===== src/sv/kgd_pkg.sv =====
// Shared types and constants of the keypad gesture decoder.
package kgd_pkg;

  // Command codes of a result item.
  localparam logic [3:0] CMD_NONE   = 4'd0;
  localparam logic [3:0] CMD_CLICK  = 4'd1;
  localparam logic [3:0] CMD_RESUME = 4'd2;
  localparam logic [3:0] CMD_PAUSE  = 4'd3;
  localparam logic [3:0] CMD_OFF    = 4'd4;
  localparam logic [3:0] CMD_LOCK   = 4'd5;
  localparam logic [3:0] CMD_TONE   = 4'd6;
  localparam logic [3:0] CMD_VUP    = 4'd7;
  localparam logic [3:0] CMD_VDN    = 4'd8;
  localparam logic [3:0] CMD_SEEK   = 4'd9;
  localparam logic [3:0] CMD_NEXT   = 4'd10;
  localparam logic [3:0] CMD_PREV   = 4'd11;

  // Configuration register indexes.
  localparam logic [1:0] CFG_SKIP_CONT  = 2'd0;
  localparam logic [1:0] CFG_SKIP_SECS  = 2'd1;
  localparam logic [1:0] CFG_CLICK_EN   = 2'd2;
  localparam logic [1:0] CFG_TONE_EN    = 2'd3;

  // Port widths.
  localparam int IN_W   = 104;
  localparam int USER_W = 2;
  localparam int OUT_W  = 40;
  localparam int CFG_IDX_W  = 2;
  localparam int CFG_DATA_W = 4;

  // Most tones one event can produce.
  localparam int MAX_TONES_PER_EVENT = 4;

  // Configuration as seen by the front end.
  typedef struct packed {
    logic       skip_cont;
    logic [3:0] skip_secs;
    logic       click_en;
    logic       tone_en;
  } cfg_t;

  // Run descriptor: one per event, expanded into result items by the back end.
  // Run order is optional click, then tones, then the main command.
  typedef struct packed {
    logic        handled;
    logic        click;
    logic [2:0]  tone_cnt;
    logic [2:0]  tone_step;
    logic        tone_rising;
    logic [3:0]  main_cmd;
    logic [30:0] main_value;
    logic        lock_before;
    logic        lock_after;
  } desc_t;

endpackage


===== src/sv/kgd_front.sv =====
// Front end: accepts key events, keeps the gesture state and builds run descriptors.
module kgd_front
  import kgd_pkg::*;
#(
  parameter int TICKS_PER_SECOND = 100,
  parameter int SEEK_STEP_MS     = 5000,
  parameter int TONE_NOTES       = 4
) (
  input  logic              clk,
  input  logic              rst_n,
  input  cfg_t              cfg,
  input  logic              in_tvalid,
  output logic              in_tready,
  input  logic [IN_W-1:0]   in_tdata,
  input  logic [USER_W-1:0] in_tuser,
  input  logic              q_ready,
  output logic              q_push,
  output desc_t             q_data
);

  localparam int T_LOCK  = TICKS_PER_SECOND;
  localparam int T_OFF   = 4 * TICKS_PER_SECOND;
  localparam int T_TAP   = TICKS_PER_SECOND * 300 / 1000;
  localparam int T_SKIP  = TICKS_PER_SECOND * 3 / 10;
  localparam int T_VREP  = TICKS_PER_SECOND / 20;
  localparam int T_VDLY  = TICKS_PER_SECOND / 4;
  localparam int T_CHAIN = 2 * TICKS_PER_SECOND;
  localparam int SPAN    = (T_LOCK - T_TAP) > 0 ? (T_LOCK - T_TAP) : 1;
  localparam int HW      = $clog2(T_OFF + 1);
  localparam int PW      = HW + 3;
  localparam logic [30:0] MS_MAX = 31'h7FFF_FFFF;

  localparam logic F_IDLE = 1'b0;
  localparam logic F_EVAL = 1'b1;

  logic state_r, state_nxt;

  // Captured event.
  logic [4:0]  key_r;
  logic        rep_r, rel_r, play_r, pause_r, track_r;
  logic [31:0] now_r;
  logic [30:0] elap_r, len_r;

  // Gesture state.
  logic        lock_r, lock_nxt;
  logic        pheld_r, pheld_nxt;
  logic        pused_r, pused_nxt;
  logic        fired_r, fired_nxt;
  logic [2:0]  tc_r, tc_nxt;
  logic [31:0] ptick_r, ptick_nxt;
  logic        vpend_r, vpend_nxt;
  logic [31:0] vdue_r, vdue_nxt;
  logic        chain_r, chain_nxt;
  logic [30:0] gms_r, gms_nxt;
  logic [31:0] gtick_r, gtick_nxt;
  logic [1:0]  sheld_r, sheld_nxt;
  logic [1:0]  sdone_r, sdone_nxt;
  logic [1:0]  shap_r, shap_nxt;
  logic [31:0] stick_r [2];
  logic [31:0] stick_nxt [2];

  logic        eval_go;
  logic        both_vol;
  logic        sk;
  logic signed [31:0] h_pow, h_vol, h_skip, h_chain;
  logic [31:0] thr;
  logic [HW-1:0] x_h;
  logic [PW-1:0] prod;
  logic [2:0]  want, tone_n;
  logic signed [32:0] base, pos;
  logic [30:0] seek_pos;
  logic        seek_chain;
  desc_t       d;

  assign in_tready = (state_r == F_IDLE);
  assign eval_go   = (state_r == F_EVAL) && q_ready;
  assign q_push    = eval_go;
  assign q_data    = d;

  // Control state.
  always_comb begin
    state_nxt = state_r;
    case (state_r)
      F_IDLE: if (in_tvalid) begin
        state_nxt = F_EVAL;
      end
      F_EVAL: if (q_ready) begin
        state_nxt = F_IDLE;
      end
      default: state_nxt = F_IDLE;
    endcase
  end

  // Time differences, read as signed 32-bit.
  assign both_vol = key_r[1] && key_r[2];
  assign sk       = ~key_r[3];
  assign h_pow    = $signed(now_r - ptick_r);
  assign h_vol    = $signed(now_r - vdue_r);
  assign h_skip   = $signed(now_r - stick_r[sk]);
  assign h_chain  = $signed(now_r - (gtick_r + 32'(T_CHAIN)));
  assign thr      = (cfg.skip_cont && shap_r[sk])
                    ? (32'(cfg.skip_secs) * 32'(TICKS_PER_SECOND)) : 32'(T_SKIP);

  // Tones owed: count of note thresholds the hold has passed.
  always_comb begin
    x_h  = h_pow[HW-1:0] - HW'(T_TAP);
    prod = PW'(x_h) * PW'(TONE_NOTES);
    want = 3'd0;
    for (int j = 1; j <= 7; j++) begin
      if (j <= TONE_NOTES && PW'(j * SPAN) <= prod) begin
        want = want + 3'd1;
      end
    end
    if (want > tc_r) begin
      tone_n = ((want - tc_r) > 3'(MAX_TONES_PER_EVENT))
               ? 3'(MAX_TONES_PER_EVENT) : (want - tc_r);
    end else begin
      tone_n = 3'd0;
    end
  end

  // Seek target: chained from the last goal or from the reported position.
  always_comb begin
    seek_chain = chain_r && h_chain[31];
    base = seek_chain ? $signed({2'b00, gms_r}) : $signed({2'b00, elap_r});
    pos  = sk ? (base + 33'sd0 + $signed(33'(SEEK_STEP_MS)))
              : (base - $signed(33'(SEEK_STEP_MS)));
    if (pos[32]) begin
      seek_pos = 31'd0;
    end else if (len_r != 31'd0 && pos[31:0] > {1'b0, len_r}) begin
      seek_pos = len_r;
    end else if (pos[31:0] > {1'b0, MS_MAX}) begin
      seek_pos = MS_MAX;
    end else begin
      seek_pos = pos[30:0];
    end
  end

  // Event handling.
  always_comb begin
    lock_nxt  = lock_r;
    pheld_nxt = pheld_r;
    pused_nxt = pused_r;
    fired_nxt = fired_r;
    tc_nxt    = tc_r;
    ptick_nxt = ptick_r;
    vpend_nxt = vpend_r;
    vdue_nxt  = vdue_r;
    chain_nxt = chain_r;
    gms_nxt   = gms_r;
    gtick_nxt = gtick_r;
    sheld_nxt = sheld_r;
    sdone_nxt = sdone_r;
    shap_nxt  = shap_r;
    stick_nxt[0] = stick_r[0];
    stick_nxt[1] = stick_r[1];

    d.handled     = (key_r != 5'd0);
    d.click       = 1'b0;
    d.tone_cnt    = 3'd0;
    d.tone_step   = tc_r;
    d.tone_rising = lock_r;
    d.main_cmd    = CMD_NONE;
    d.main_value  = 31'd0;
    d.lock_before = lock_r;

    if (key_r == 5'd0 || both_vol) begin
      // No key, or both volume keys: nothing to do.
    end else if (key_r[0]) begin
      if (rel_r) begin
        // Power release: a short press with nothing done is a tap.
        pheld_nxt = 1'b0;
        ptick_nxt = 32'd0;
        fired_nxt = 1'b0;
        tc_nxt    = 3'd0;
        pused_nxt = 1'b0;
        if (!pused_r && (!pheld_r || h_pow < $signed(32'(T_TAP)))) begin
          d.click = cfg.click_en;
          if (pause_r) begin
            d.main_cmd = CMD_RESUME;
          end else if (play_r) begin
            d.main_cmd = CMD_PAUSE;
          end
        end
      end else if (!pheld_r) begin
        pheld_nxt = 1'b1;
        ptick_nxt = now_r;
        pused_nxt = 1'b0;
        fired_nxt = 1'b0;
        tc_nxt    = 3'd0;
      end else if (rep_r) begin
        if (h_pow >= $signed(32'(T_OFF))) begin
          d.click    = cfg.click_en;
          d.main_cmd = CMD_OFF;
          pused_nxt  = 1'b1;
        end else begin
          if (!fired_r && h_pow >= $signed(32'(T_TAP))) begin
            tc_nxt     = tc_r + tone_n;
            d.tone_cnt = cfg.tone_en ? tone_n : 3'd0;
          end
          if (!fired_r && h_pow >= $signed(32'(T_LOCK))) begin
            fired_nxt  = 1'b1;
            pused_nxt  = 1'b1;
            lock_nxt   = ~lock_r;
            d.main_cmd = CMD_LOCK;
          end
        end
      end
    end else if (lock_r) begin
      // Locked: other keys are swallowed.
    end else if (key_r[1] || key_r[2]) begin
      if (rel_r) begin
        vpend_nxt = 1'b0;
        vdue_nxt  = 32'd0;
      end else if (!rep_r) begin
        d.main_cmd = key_r[1] ? CMD_VUP : CMD_VDN;
        vdue_nxt   = now_r + 32'(T_VDLY);
        vpend_nxt  = 1'b1;
      end else if (vpend_r && h_vol > 32'sd0) begin
        d.main_cmd = key_r[1] ? CMD_VUP : CMD_VDN;
        vdue_nxt   = now_r + 32'(T_VREP);
      end
    end else begin
      if (rel_r) begin
        sheld_nxt[sk] = 1'b0;
        stick_nxt[sk] = 32'd0;
        sdone_nxt[sk] = 1'b0;
        shap_nxt[sk]  = 1'b0;
      end else if (!rep_r) begin
        sheld_nxt[sk] = 1'b1;
        stick_nxt[sk] = now_r;
        sdone_nxt[sk] = 1'b0;
        shap_nxt[sk]  = 1'b0;
        if (play_r && track_r) begin
          gms_nxt      = seek_pos;
          gtick_nxt    = now_r;
          chain_nxt    = 1'b1;
          d.main_cmd   = CMD_SEEK;
          d.main_value = seek_pos;
        end
      end else if (sheld_r[sk] && !sdone_r[sk] && h_skip >= $signed(thr)) begin
        shap_nxt[sk] = 1'b1;
        if (cfg.skip_cont) begin
          stick_nxt[sk] = now_r;
        end else begin
          sdone_nxt[sk] = 1'b1;
        end
        d.click    = cfg.click_en;
        chain_nxt  = 1'b0;
        gtick_nxt  = 32'd0;
        d.main_cmd = sk ? CMD_NEXT : CMD_PREV;
      end
    end
    d.lock_after = lock_nxt;
  end

  // Event capture.
  always_ff @(posedge clk) begin
    if (in_tvalid && in_tready) begin
      key_r   <= in_tdata[4:0];
      now_r   <= in_tdata[36:5];
      play_r  <= in_tdata[37];
      pause_r <= in_tdata[38];
      track_r <= in_tdata[39];
      elap_r  <= in_tdata[70:40];
      len_r   <= in_tdata[101:71];
      rep_r   <= in_tuser[0];
      rel_r   <= in_tuser[1];
    end
  end

  // State registers.
  always_ff @(posedge clk) begin
    if (!rst_n) begin
      state_r    <= F_IDLE;
      lock_r     <= 1'b0;
      pheld_r    <= 1'b0;
      pused_r    <= 1'b0;
      fired_r    <= 1'b0;
      tc_r       <= 3'd0;
      ptick_r    <= 32'd0;
      vpend_r    <= 1'b0;
      vdue_r     <= 32'd0;
      chain_r    <= 1'b0;
      gms_r      <= 31'd0;
      gtick_r    <= 32'd0;
      sheld_r    <= 2'b00;
      sdone_r    <= 2'b00;
      shap_r     <= 2'b00;
      stick_r[0] <= 32'd0;
      stick_r[1] <= 32'd0;
    end else begin
      state_r <= state_nxt;
      if (eval_go) begin
        lock_r     <= lock_nxt;
        pheld_r    <= pheld_nxt;
        pused_r    <= pused_nxt;
        fired_r    <= fired_nxt;
        tc_r       <= tc_nxt;
        ptick_r    <= ptick_nxt;
        vpend_r    <= vpend_nxt;
        vdue_r     <= vdue_nxt;
        chain_r    <= chain_nxt;
        gms_r      <= gms_nxt;
        gtick_r    <= gtick_nxt;
        sheld_r    <= sheld_nxt;
        sdone_r    <= sdone_nxt;
        shap_r     <= shap_nxt;
        stick_r[0] <= stick_nxt[0];
        stick_r[1] <= stick_nxt[1];
      end
    end
  end

endmodule


===== src/sv/kgd_queue.sv =====
// Two-entry queue of run descriptors between the front and back ends.
module kgd_queue
  import kgd_pkg::*;
(
  input  logic  clk,
  input  logic  rst_n,
  input  logic  push,
  input  desc_t push_data,
  output logic  ready,
  input  logic  pop,
  output logic  valid,
  output desc_t head
);

  desc_t      ent_r [2];
  logic       wr_r, wr_nxt;
  logic       rd_r, rd_nxt;
  logic [1:0] cnt_r, cnt_nxt;
  logic       do_push, do_pop;

  assign ready   = (cnt_r != 2'd2);
  assign valid   = (cnt_r != 2'd0);
  assign head    = ent_r[rd_r];
  assign do_push = push && ready;
  assign do_pop  = pop && valid;

  // Pointer and fill bookkeeping.
  always_comb begin
    wr_nxt  = do_push ? ~wr_r : wr_r;
    rd_nxt  = do_pop ? ~rd_r : rd_r;
    cnt_nxt = cnt_r;
    if (do_push && !do_pop) begin
      cnt_nxt = cnt_r + 2'd1;
    end else if (do_pop && !do_push) begin
      cnt_nxt = cnt_r - 2'd1;
    end
  end

  always_ff @(posedge clk) begin
    if (!rst_n) begin
      wr_r  <= 1'b0;
      rd_r  <= 1'b0;
      cnt_r <= 2'd0;
    end else begin
      wr_r  <= wr_nxt;
      rd_r  <= rd_nxt;
      cnt_r <= cnt_nxt;
    end
  end

  // Entry storage.
  always_ff @(posedge clk) begin
    if (do_push) begin
      ent_r[wr_r] <= push_data;
    end
  end

endmodule


===== src/sv/kgd_back.sv =====
// Back end: expands run descriptors into result items behind an output register.
module kgd_back
  import kgd_pkg::*;
#(
  parameter int TONE_NOTES = 4
) (
  input  logic             clk,
  input  logic             rst_n,
  input  logic             q_valid,
  input  desc_t            q_head,
  output logic             q_pop,
  output logic             out_tvalid,
  input  logic             out_tready,
  output logic [OUT_W-1:0] out_tdata,
  output logic             out_tlast
);

  localparam int TONE_LO = 700;
  localparam int TONE_HI = 1500;
  localparam int TOTAL   = TONE_NOTES < 2 ? 2 : TONE_NOTES;

  logic [10:0] rise_tab [8];
  logic [10:0] fall_tab [8];

  // Tone frequency tables, one entry per note step.
  for (genvar g = 0; g < 8; g++) begin : g_tone
    localparam int STEP = (g > TOTAL - 1) ? (TOTAL - 1) : g;
    localparam int HZ   = TONE_LO + (TONE_HI - TONE_LO) * STEP / (TOTAL - 1);
    assign rise_tab[g] = 11'(HZ);
    assign fall_tab[g] = 11'(TONE_LO + TONE_HI - HZ);
  end

  desc_t       desc_r;
  logic        busy_r, busy_nxt;
  logic [2:0]  idx_r, idx_nxt;
  logic        ovalid_r, ovalid_nxt;
  logic [OUT_W-1:0] odata_r;
  logic        olast_r;

  logic        emit_go;
  logic [2:0]  n_items, off, step;
  logic [3:0]  it_cmd;
  logic [30:0] it_val;
  logic        it_lock, it_last;

  assign q_pop      = !busy_r && q_valid;
  assign emit_go    = busy_r && (!ovalid_r || out_tready);
  assign out_tvalid = ovalid_r;
  assign out_tdata  = odata_r;
  assign out_tlast  = olast_r;

  // Current item of the run.
  always_comb begin
    n_items = 3'(desc_r.click) + desc_r.tone_cnt + 3'(desc_r.main_cmd != CMD_NONE);
    if (n_items == 3'd0) begin
      n_items = 3'd1;
    end
    off  = idx_r - 3'(desc_r.click);
    step = desc_r.tone_step + off;
    if (desc_r.click && idx_r == 3'd0) begin
      it_cmd  = CMD_CLICK;
      it_val  = 31'd0;
      it_lock = desc_r.lock_before;
    end else if (off < desc_r.tone_cnt) begin
      it_cmd  = CMD_TONE;
      it_val  = 31'(desc_r.tone_rising ? rise_tab[step] : fall_tab[step]);
      it_lock = desc_r.lock_before;
    end else begin
      it_cmd  = desc_r.main_cmd;
      it_val  = desc_r.main_value;
      it_lock = desc_r.lock_after;
    end
    it_last = (idx_r == n_items - 3'd1);
  end

  // Run sequencing.
  always_comb begin
    busy_nxt   = busy_r;
    idx_nxt    = idx_r;
    ovalid_nxt = ovalid_r;
    if (q_pop) begin
      busy_nxt = 1'b1;
      idx_nxt  = 3'd0;
    end
    if (emit_go) begin
      idx_nxt = idx_r + 3'd1;
      if (it_last) begin
        busy_nxt = 1'b0;
      end
    end
    if (emit_go) begin
      ovalid_nxt = 1'b1;
    end else if (out_tready) begin
      ovalid_nxt = 1'b0;
    end
  end

  always_ff @(posedge clk) begin
    if (!rst_n) begin
      busy_r   <= 1'b0;
      idx_r    <= 3'd0;
      ovalid_r <= 1'b0;
    end else begin
      busy_r   <= busy_nxt;
      idx_r    <= idx_nxt;
      ovalid_r <= ovalid_nxt;
    end
  end

  // Descriptor and output payload.
  always_ff @(posedge clk) begin
    if (q_pop) begin
      desc_r <= q_head;
    end
    if (emit_go) begin
      odata_r <= {3'b000, it_lock, it_val, it_cmd, desc_r.handled};
      olast_r <= it_last;
    end
  end

endmodule


===== src/sv/keypad_gesture_decoder.sv =====
// Top level of the keypad gesture decoder: configuration registers and the front/back pipeline.
//
// Usage: each key event enters on the in_ stream (in_tdata carries key mask, tick stamp,
// playback status and track position; in_tuser carries the repeat and release flags).
// Every event yields a run of one to five command items on the out_ stream, the final
// item of the run marked by out_tlast. Configuration registers are written on the cfg_
// channel, which is always ready; write it only while no event is in progress.
// An event is registered in the front end, queued as a descriptor, loaded into the back
// end's descriptor register, and its items are then registered at the output. The front
// end takes a new event only once the last descriptor has entered its two-entry queue;
// the back end takes the next descriptor only after emitting the last item of a run.
// Reset (rst_n low at a clock edge) unlocks the keys, forgets all held keys, the
// volume repeat and the seek chain, and restores the register defaults.
// When the receiver stalls, the output register holds its item; the back end and
// then the queue fill, after which in_tready stays low until items drain.
module keypad_gesture_decoder
  import kgd_pkg::*;
#(
  parameter int TICKS_PER_SECOND = 100,
  parameter int SEEK_STEP_MS     = 5000,
  parameter int TONE_NOTES       = 4
) (
  input  logic                  clk,
  input  logic                  rst_n,
  // Event stream.
  input  logic                  in_tvalid,
  output logic                  in_tready,
  // key_mask[4:0], now_tick[36:5], is_playing[37], is_paused[38], has_track[39],
  // elapsed_ms[70:40], track_length_ms[101:71], zero fill [103:102]
  input  logic [IN_W-1:0]       in_tdata,
  // is_repeat[0], is_release[1]
  input  logic [USER_W-1:0]     in_tuser,
  // Result stream.
  output logic                  out_tvalid,
  input  logic                  out_tready,
  // handled[0], command[4:1], value[35:5], lock_state[36], zero fill [39:37]
  output logic [OUT_W-1:0]      out_tdata,
  output logic                  out_tlast,
  // Configuration writes.
  input  logic                  cfg_valid,
  output logic                  cfg_ready,
  input  logic [CFG_IDX_W-1:0]  cfg_index,
  input  logic [CFG_DATA_W-1:0] cfg_data
);

  cfg_t  cfg_r;
  logic  q_push, q_ready, q_pop, q_valid;
  desc_t q_in, q_head;

  assign cfg_ready = 1'b1;

  // Configuration registers.
  always_ff @(posedge clk) begin
    if (!rst_n) begin
      cfg_r.skip_cont <= 1'b0;
      cfg_r.skip_secs <= 4'd3;
      cfg_r.click_en  <= 1'b1;
      cfg_r.tone_en   <= 1'b1;
    end else if (cfg_valid && cfg_ready) begin
      case (cfg_index)
        CFG_SKIP_CONT: cfg_r.skip_cont <= cfg_data[0];
        CFG_SKIP_SECS: cfg_r.skip_secs <= cfg_data;
        CFG_CLICK_EN:  cfg_r.click_en  <= cfg_data[0];
        CFG_TONE_EN:   cfg_r.tone_en   <= cfg_data[0];
        default: ;
      endcase
    end
  end

  kgd_front #(
    .TICKS_PER_SECOND (TICKS_PER_SECOND),
    .SEEK_STEP_MS     (SEEK_STEP_MS),
    .TONE_NOTES       (TONE_NOTES)
  ) u_front (
    .clk       (clk),
    .rst_n     (rst_n),
    .cfg       (cfg_r),
    .in_tvalid (in_tvalid),
    .in_tready (in_tready),
    .in_tdata  (in_tdata),
    .in_tuser  (in_tuser),
    .q_ready   (q_ready),
    .q_push    (q_push),
    .q_data    (q_in)
  );

  kgd_queue u_queue (
    .clk       (clk),
    .rst_n     (rst_n),
    .push      (q_push),
    .push_data (q_in),
    .ready     (q_ready),
    .pop       (q_pop),
    .valid     (q_valid),
    .head      (q_head)
  );

  kgd_back #(
    .TONE_NOTES (TONE_NOTES)
  ) u_back (
    .clk        (clk),
    .rst_n      (rst_n),
    .q_valid    (q_valid),
    .q_head     (q_head),
    .q_pop      (q_pop),
    .out_tvalid (out_tvalid),
    .out_tready (out_tready),
    .out_tdata  (out_tdata),
    .out_tlast  (out_tlast)
  );

endmodule


===== config.mk =====
export PLATFORM = sky130hd
export DESIGN_NAME = keypad_gesture_decoder
export DESIGN_NICKNAME = d
export VERILOG_FILES = /design/src/sv/kgd_pkg.sv /design/src/sv/kgd_front.sv /design/src/sv/kgd_queue.sv /design/src/sv/kgd_back.sv /design/src/sv/keypad_gesture_decoder.sv
export SDC_FILE = /design/constraint.sdc
export NUM_CORES = 1
export LEC_CHECK = 0
export BUFFER_PORTS_ARGS = -buffer_cell sky130_fd_sc_hd__buf_2
export CORE_ASPECT_RATIO = 1.75
export CORE_MARGIN = 3
export CORE_UTILIZATION = 45
export CTS_CLUSTER_DIAMETER = 120
export CTS_CLUSTER_SIZE = 8
export DETAILED_ROUTE_END_ITERATION = 8
export GPL_ROUTABILITY_DRIVEN = 1
export MAX_ROUTING_LAYER = met4
export PLACE_DENSITY_LB_ADDON = 0.2
export SYNTH_ARGS = -nofsm -noshare
export SYNTH_HDL_FRONTEND = slang
export SYNTH_SLANG_ARGS = --single-unit
export TNS_END_PERCENT = 10

===== constraint.sdc =====
create_clock -name clk -period 32.7 [get_ports clk]
set_input_delay 3.27 -clock clk [delete_from_list [all_inputs] [get_ports clk]]
set_output_delay 3.27 -clock clk [all_outputs]
set_load 0.05 [all_outputs]

==> results of run 1 <==
==> through the flow <==
step / instances / total power, mW / area (um^2) / hold WS (ps)
finish: 4453 / 2.238 / 35830 / 457.0
global route: 4453 / 2.357 / 35830 / 483.4
CTS: 4450 / 2.261 / 35820 / 457.8
detailed placement: 4317 / 1.517 / 33610 / 446.3
global placement: 4317 / 1.514 / 33610 / 432.9
floorplan: 3374 / 1.321 / 32000 / 400.3
==> cell usage in the layout (no fill, tap or decap), types with 14 or more instances in the layout <==
cell,Yosys,routed
o211ai_1,21,21
a211oi_1,23,23
buf_4,4,32
o21a_1,27,27
nor3_1,75,75
o31ai_1,14,14
a21o_1,60,60
a21boi_0,41,40
nand2b_1,15,14
and2_1,43,42
dfxtp_1,159,158
nand3_1,86,86
clkbuf_16,0,74
or3_1,37,37
a21oi_1,149,148
a31oi_1,26,26
nor4_1,33,33
inv_1,258,256
xor2_1,38,38
ha_1,239,239
buf_2,9,153
o2111ai_1,17,17
nand2_1,313,312
clkbuf_1,115,53
nand4_1,44,44
nor3b_1,17,17
o21ai_0,173,172
edfxtp_1,341,341
xnor2_1,88,88
mux2_2,57,57
mux2i_1,184,183
and3_1,44,44
nor2b_1,75,70
nor2_1,308,307
==> state kept, by name, indices dropped and copies added (netlist names), 2 cells and up, named ones only <==
name and count:
u_queue.ent_r 90, u_back.idx_r 3, u_front.len_r 31, u_front.ptick_r 32, u_front.tc_r 3, u_front.elap_r 31
u_front.stick_r 64, u_front.now_r 32, u_front.gtick_r 32, u_front.key_r 5, u_front.vdue_r 32, u_back.desc_r 45
u_back.out_tdata 37, u_front.gms_r 31, u_queue.cnt_r 2, cfg_r 7
==> final cells by class <==
type	count	area (um^2)	area share [%]
antenna	3	7.507	0.02095
clock buffer	127	2051	5.724
clock inverter	6	160.2	0.4470
inverter	258	968.4	2.703
multi-input combinational	2463	17050	47.59
sequential	500	13420	37.47
tap	910	1139	3.178
timing repair buffer	186	1026	2.864
==> synthesized netlist by cell type, types with 33 or more instances <==
cell type and instances:
edfxtp_1 341, nand2_1 313, nor2_1 308, inv_1 258, ha_1 239, mux2i_1 184, o21ai_0 173, dfxtp_1 159
a21oi_1 149, clkbuf_1 115, xnor2_1 88, nand3_1 86, nor2b_1 75, nor3_1 75, a21o_1 60, mux2_2 57
and3_1 44, nand4_1 44, and2_1 43, a21boi_0 41, xor2_1 38, or3_1 37, nor4_1 33
==> power groups by stage <==
stage	registers [mW]	clock network, mW	logic, mW
finish	0.829	0.728	0.681
global route	0.837	0.773	0.747
global placement	0.839	0	0.674
CTS	0.829	0.748	0.684
detailed placement	0.839	0	0.678
floorplan	0.902	0	0.419
==> worst max-delay path by stage <==
stage | from | to | depth (start not counted)
finish | u_front.now_r[30]$_DFFE_PP_ | u_queue.ent_r[1][31]$_DFFE_PP_ | 35
global route | u_front.now_r[29]$_DFFE_PP_ | u_queue.ent_r[0][18]$_DFFE_PP_ | 35
CTS | u_front.now_r[30]$_DFFE_PP_ | u_queue.ent_r[1][18]$_DFFE_PP_ | 35
detailed placement | u_front.now_r[30]$_DFFE_PP_ | u_queue.ent_r[0][18]$_DFFE_PP_ | 35
global placement | u_front.now_r[30]$_DFFE_PP_ | u_queue.ent_r[0][31]$_DFFE_PP_ | 35
floorplan | u_front.key_r[3]$_DFFE_PP_ | u_front.stick_r[0][0]$_SDFFCE_PN0P_ | 29
==> kinds of logic (layout without fill, tap and decap cells) <==
| family | Yosys count | in the layout |
|---|---|---|
| compound gates | 688 | 688 |
| xor+xnor | 126 | 126 |
| fa+ha+maj | 247 | 247 |
| buf+inv | 411 | 577 |
| flops | 500 | 500 |
| mux | 244 | 244 |
| other cells | 2 | 7 |
| simple gates | 1154 | 1154 |
==> critical path: cells and delay by family (launching register included) <==
kind / cells / cell delay [ps]
AND/OR/NAND/NOR: 12 / 3490
XOR/XNOR: 1 / 290
AO/OA/AOI/OAI: 11 / 3570
flip-flops: 1 / 580
buffers and inverters: 5 / 1330
multiplexers: 2 / 730
adder cells (fa/ha/maj): 4 / 1180
==> routing by layer <==
| metal | GRT usage, % | vias up | share of wire, % | wire (um) |
|---|---|---|---|---|
| li1 | - | 12410 | - | - |
| met1 | 27.05 | 12330 | 37 | 36260 |
| met2 | 47.46 | 716 | 51 | 50110 |
| met3 | 2.951 | 307 | 3.4 | 3308 |
| met4 | 18.47 | 0 | 8.0 | 7747 |
| met5 | - | - | 0 | 0 |
==> summary.md, run 1 <==
| Metric | Value |
|---|---|
| Status | completed |
| Ports | 161 |
| Adder-Cell Fraction of Synth Area | under 10% |
| # H-tree levels | 3 |
| Lkg Pwr | roughly 14 nW |
| Switching Fraction | about 35% |
| Cell Pwr Density | approximately 62 nW/um^2 |
| Nets | 3845 |
| Startpoint Class | register |
| Tightest Pin Transition | 1384 ps |
| Root Buffer | clkbuf_16 |
| Largest stage delay on the critical path | 1150 ps |
| R2R depth | 35 |
| Synth-to-layout area growth | 11.97% |
| Cts bufs inserted | 72 |
| Register area share after synthesis | 41.95% |
| RSZ-0062 raised after global routing | no |
| Via count | between 20000 and 30000 |
| Average size of a mapped cell | 9.488 um^2 |
| Share of the synthesized area in the top cell type | 32.01% |
| Fraction of the mapped netlist area in simple logic gates | 17.53% |
| Worst Path Max Fanout | 60 |
| Post-CTS Setup Inserts | 0 |
| Final Cycle Share | a little over a third |
| Hold Startpoint | u_front.vdue_r[17]$_SDFFE_PN0P_ |
| Clk slew on worst S/H paths | about 50 ps |
| Port Buffers | 154 |
| Final Max Slew Viols | 0 |
| Yosys reg bits | 500 |
| Cell taking the most area after synthesis | edfxtp_1 |
| Ys async rst share | 0% |
| Largest family of logic cells by synthesized area | simple AND/OR/NAND/NOR gates |
| Worst hold stages | 2 |
| Hold buffers post-CTS | 0 |
| Sw Pwr | 794.4 uW |
| Final Critical Period | between 10000 and 15000 ps |
| CP Data Arrival Time | 11870 ps |
| Crit. End Element | register |
| Die footprint | 74460 um^2 |
| DR WL/cell | roughly 22 um |
| RePlAce Congestion | 0.9505 |
| Int Pwr | 1.444 mW |
| Max VDD drop | 0.07493 mV |
| Reg2reg start | u_front.now_r[30]$_DFFE_PP_ |
| Reg-to-reg setup timing slack | 21060 ps |
| CP max-delay cell | a221oi_1 |
| Xor/xnor cell area share of the yosys netlist | approximately 3.4% |
| Post-synth EDFFs | 341 |
| Netlist cell types | 91 |
| Reg-to-Reg End | u_queue.ent_r[1][31]$_DFFE_PP_ |
| Fmax | 85.91 MHz |
| Number of global-route vias before repair | between 20000 and 30000 |
| Synth area leaders | edfxtp_1, dfxtp_1, ha_1, mux2i_1, nand2_1 |
| Register share of total power | 37.1% |
| Placed wire-length estimate | between 70000 and 80000 um |
| Post-synthesis mux area share | 7.974% |
| WL final | 97420 um |
| Row Count | 128 |
| Clock Sinks | 500 |
| First-pass iteration count of the detailed router | 6 |
| Die X | 207.6 um |
| Hold Path Sink | u_front.vdue_r[17]$_SDFFE_PN0P_ |
| Initial antenna violation count | 3 |
| Placement Setup Slack | 21400 ps |
| Die Y-Extent | about 360 um |
| Share of layout cells above drive strength 1 | 10.71% |
| Primary FF master, synth | edfxtp_1 |
| CP dominant cell by count | ha_1 |
| Hold Fails Final Rpt | 0 |
| Fillers | 6627 |
| Critical path start-end classification | register to register |
| Post-DRT Antenna Nets | 0 |
| Core Region | around 70000 um^2 |
| Final setup viols | 0 |
| Clock Skews | roughly 35 ps |
| Req. time, crit path | ~33000 ps |
| GR Util All Layers | 26.46% |
| Layout Utilization | 51.19% |
| Worst min path class | register to register |
| Post-cts gate resize count | 0 |
| Overflow left after global routing | 0 |
| Number of max-cap violations | 0 |
| Initial Util | 45.71% |
| Comb pwr share | 30.4% |
| Cell Area, Synth | 31990 um^2 |
| Rel. slew slack | 7.710% |
| Post-synthesis cell count | 3372 |
| Worst skew pair latency | 640 ps |
| Initial DRC count | 1424 |
| Residual DRC | 0 |
| Via/cell ratio | 5.785 |
| First-pass GRT wire length | 148500 um |
| Clock power frac | 32.5% |
| Setup_tns | 0 ps |
| Final WS setup | 21060 ps |
| Synth Area in Compound Gates | 14.20% |
| CTS tree | done |
| Largest net degree at the start of global routing | 97 |
| CTS max path bufs | 3 |
| Yosys Warn Count | 0 |
No activity file was read; power rests on OpenSTA's default activity.
==> run 2, diff against run 1 <==
==> constraint.sdc (replaced) <==
create_clock -name clk -period 11.85 [get_ports clk]
set_input_delay 1.185 -clock clk [delete_from_list [all_inputs] [get_ports clk]]
set_output_delay 1.185 -clock clk [all_outputs]
set_load 0.05 [all_outputs]
==> summary.md, run 2 (synthesis gave the netlist of run 1 again) <==
| Metric | Value |
|---|---|
| Status | completed |
| Max VDD drop | 0.1811 mV (+140%) |
| Clk slew on worst S/H paths | 50 ps (about the same) |
| Critical path start-end classification | register to register |
| Post-CTS Setup Inserts | 0 (unchanged) |
| Clock power frac | 32.4% (about the same) |
| Port Buffers | 154 (unchanged) |
| GR Util All Layers | 26.54% (+0.078 points) |
| Reg with most FFs | u_queue.ent_r |
| Cell Pwr Density | 172.5 nW/um^2 (+180%) |
| RSZ-0062 raised after global routing | no |
| Die X | 207.6 um (unchanged) |
| Hold Startpoint | u_front.gms_r[1]$_SDFFE_PN0P_ |
| CP Data Arrival Time | 10670 ps (-1200 ps) |
| CP max-delay cell | nor4_1 |
| Largest net degree at the start of global routing | 97 (unchanged) |
| Final WS setup | 1557 ps (-19500 ps) |
| Most common cell after layout, fill and taps aside | edfxtp_1 |
| RePlAce Congestion | 0.9905 (+4.2%) |
| Final setup viols | 0 (unchanged) |
| Number of max-cap violations | 0 (unchanged) |
| Share of layout cells above drive strength 1 | 10.86% (+0.15 points) |
| Hold Fails Final Rpt | 0 (unchanged) |
| CTS max path bufs | 3 (unchanged) |
| # H-tree levels | 3 (unchanged) |
| Fmax | 97.15 MHz (+13%) |
| Placed wire-length estimate | 71960 um (+0.28%) |
| Residual DRC | 0 (unchanged) |
| Final Cycle Share | 86.86% (+51 points) |
| Hold buffers post-CTS | 0 (unchanged) |
| Req. time, crit path | 12230 ps (-20700 ps) |
| Initial antenna violation count | 10 (+7) |
| Placed cell areas | 33670 um^2 (+0.18%) |
| Worst Path Max Fanout | 23 (-62%) |
| Die Y-Extent | 358.7 um (unchanged) |
| Hold slack | 448.1 ps (-8.873 ps) |
| Sw Pwr | 2.206 mW (+180%) |
| Worst min path class | register to register |
| Clock Skews | 35.03 ps (+0.4481 ps) |
| Rel. slew slack | 31.66% (+24 points) |
| CP dominant cell by count | ha_1 |
| Core Region | 69990 um^2 (unchanged) |
| WL final | 97620 um (+0.20%) |
| DR WL/cell | 21.87 um (about the same) |
| Clock Sinks | 500 (unchanged) |
| Placement Setup Slack | 1709 ps (-19690 ps) |
| Worst skew pair latency | 640 ps (about the same) |
| CTS tree | done |
| Largest stage delay on the critical path | 770 ps (-380 ps) |
| Final Critical Period | 10290 ps (-1347 ps) |
| Number of global-route vias before repair | 25960 (-0.56%) |
| Register share of total power | 37.0% (about the same) |
| Post-route cell area | 35890 um^2 (+0.17%) |
| Ports | 161 (unchanged) |
| Nets | 3851 (+0.16%) |
| Int Pwr | 3.984 mW (+180%) |
| Max reg flops | 90 (unchanged) |
| Reg-to-reg setup timing slack | 1560 ps (-19500 ps) |
| Cts bufs inserted | 72 (unchanged) |
| CP Capture Point | u_queue.ent_r[1][22]$_DFFE_PP_ |
| Pwr Total | 6.190 mW (+180%) |
| First-pass iteration count of the detailed router | 7 (+1) |
| First-pass GRT wire length | 148800 um (+0.24%) |
| Setup_tns | 0 ps (unchanged) |
| Comb pwr share | 30.6% (+0.2 points) |
| Lkg Pwr | 13.98 nW (+0.21%) |
| Origin of the worst setup path | u_front.now_r[28]$_DFFE_PP_ |
| Initial Util | 45.71% (unchanged) |
| Via/cell ratio | 5.773 (-0.20%) |
| Reg-to-Reg End | u_queue.ent_r[1][22]$_DFFE_PP_ |
| Initial DRC count | 1591 (+12%) |
| Root Buffer | clkbuf_16 |
| Synth-to-layout area growth | 12.17% |
| Tightest Pin Transition | 1022 ps (-361.9 ps) |
| Reg2reg start | u_front.now_r[28]$_DFFE_PP_ |
| Post-DRT Antenna Nets | 0 (unchanged) |
| Switching Fraction | 35.64% (+0.15 points) |
| Overflow left after global routing | 0 (unchanged) |
| Post-cts gate resize count | 0 (unchanged) |
| Final Max Slew Viols | 0 (unchanged) |
| R2R depth | 34 (-2.9%) |
| Startpoint Class | register |
| Via count | 25770 (+0.023%) |
| Row Count | 128 (unchanged) |
| Largest regs | u_queue.ent_r x90, u_front.stick_r x64, u_back.desc_r x45 |
| Die footprint | 74460 um^2 (unchanged) |
| Crit. End Element | register |
| Most frequent cells in the layout | edfxtp_1, nand2_1, nor2_1, inv_1, ha_1 |
[run 2: layer usage]
metal,vias up,track usage [%],wire [um]
li1,12440,-,-
met1,12280,26.83,35470
met2,776,48.63,51340
met3,279,3.405,3994
met4,0,16.44,6813
met5,-,-,0
[run 2: how the worst min path moves through the flow]
| stage | end | slack (ps) | depth (start not counted) |
|---|---|---|---|
| 3_3_place_gp | u_back.out_tdata[0]$_DFFE_PP_ | 410 | 0 |
| 6_report | u_front.gms_r[1]$_SDFFE_PN0P_ | 450 | 2 |
| 2_1_floorplan | u_back.out_tdata[0]$_DFFE_PP_ | 400 | 0 |
| 3_5_place_dp | u_back.out_tdata[0]$_DFFE_PP_ | 430 | 0 |
| 4_1_cts | u_back.out_tdata[0]$_DFFE_PP_ | 440 | 0 |
| 5_1_grt | u_back.out_tdata[0]$_DFFE_PP_ | 450 | 0 |
[run 2: worst max-delay path, delay by kind of cell, from the launching register on]
kind | cells | cell delay, ps
compound gates | 9 | 2980
buf+inv | 4 | 600
flops | 1 | 600
fa+ha+maj | 4 | 1120
xor+xnor | 1 | 270
mux | 2 | 750
simple gates | 14 | 3690
[run 2: through the flow]
stage,utilization (%),instances
after floorplan,-,3374
after detailed placement,48.11,4323
after global placement,48.11,4323
final,51.28,4463
after global routing,51.28,4463
after CTS,51.25,4455
[run 2: final cells by class]
type | instances | area, um^2
Fill cell | 6478 | 34100
Multi-Input combinational cell | 2463 | 17070
Sequential cell | 500 | 13420
Clock buffer | 124 | 1997
Tap cell | 910 | 1139
Timing Repair Buffer | 192 | 1071
Inverter | 258 | 968.4
Clock inverter | 8 | 202.7
Antenna cell | 8 | 20.02
[run 2: power by group through the flow]
stage	Sequential (mW)	Clock, mW	Combinational [mW]
global placement	2.32	0	1.88
global route	2.31	2.13	2.09
floorplan	2.49	0	1.16
finish	2.29	2.00	1.90
detailed placement	2.31	0	1.89
CTS	2.29	2.06	1.91
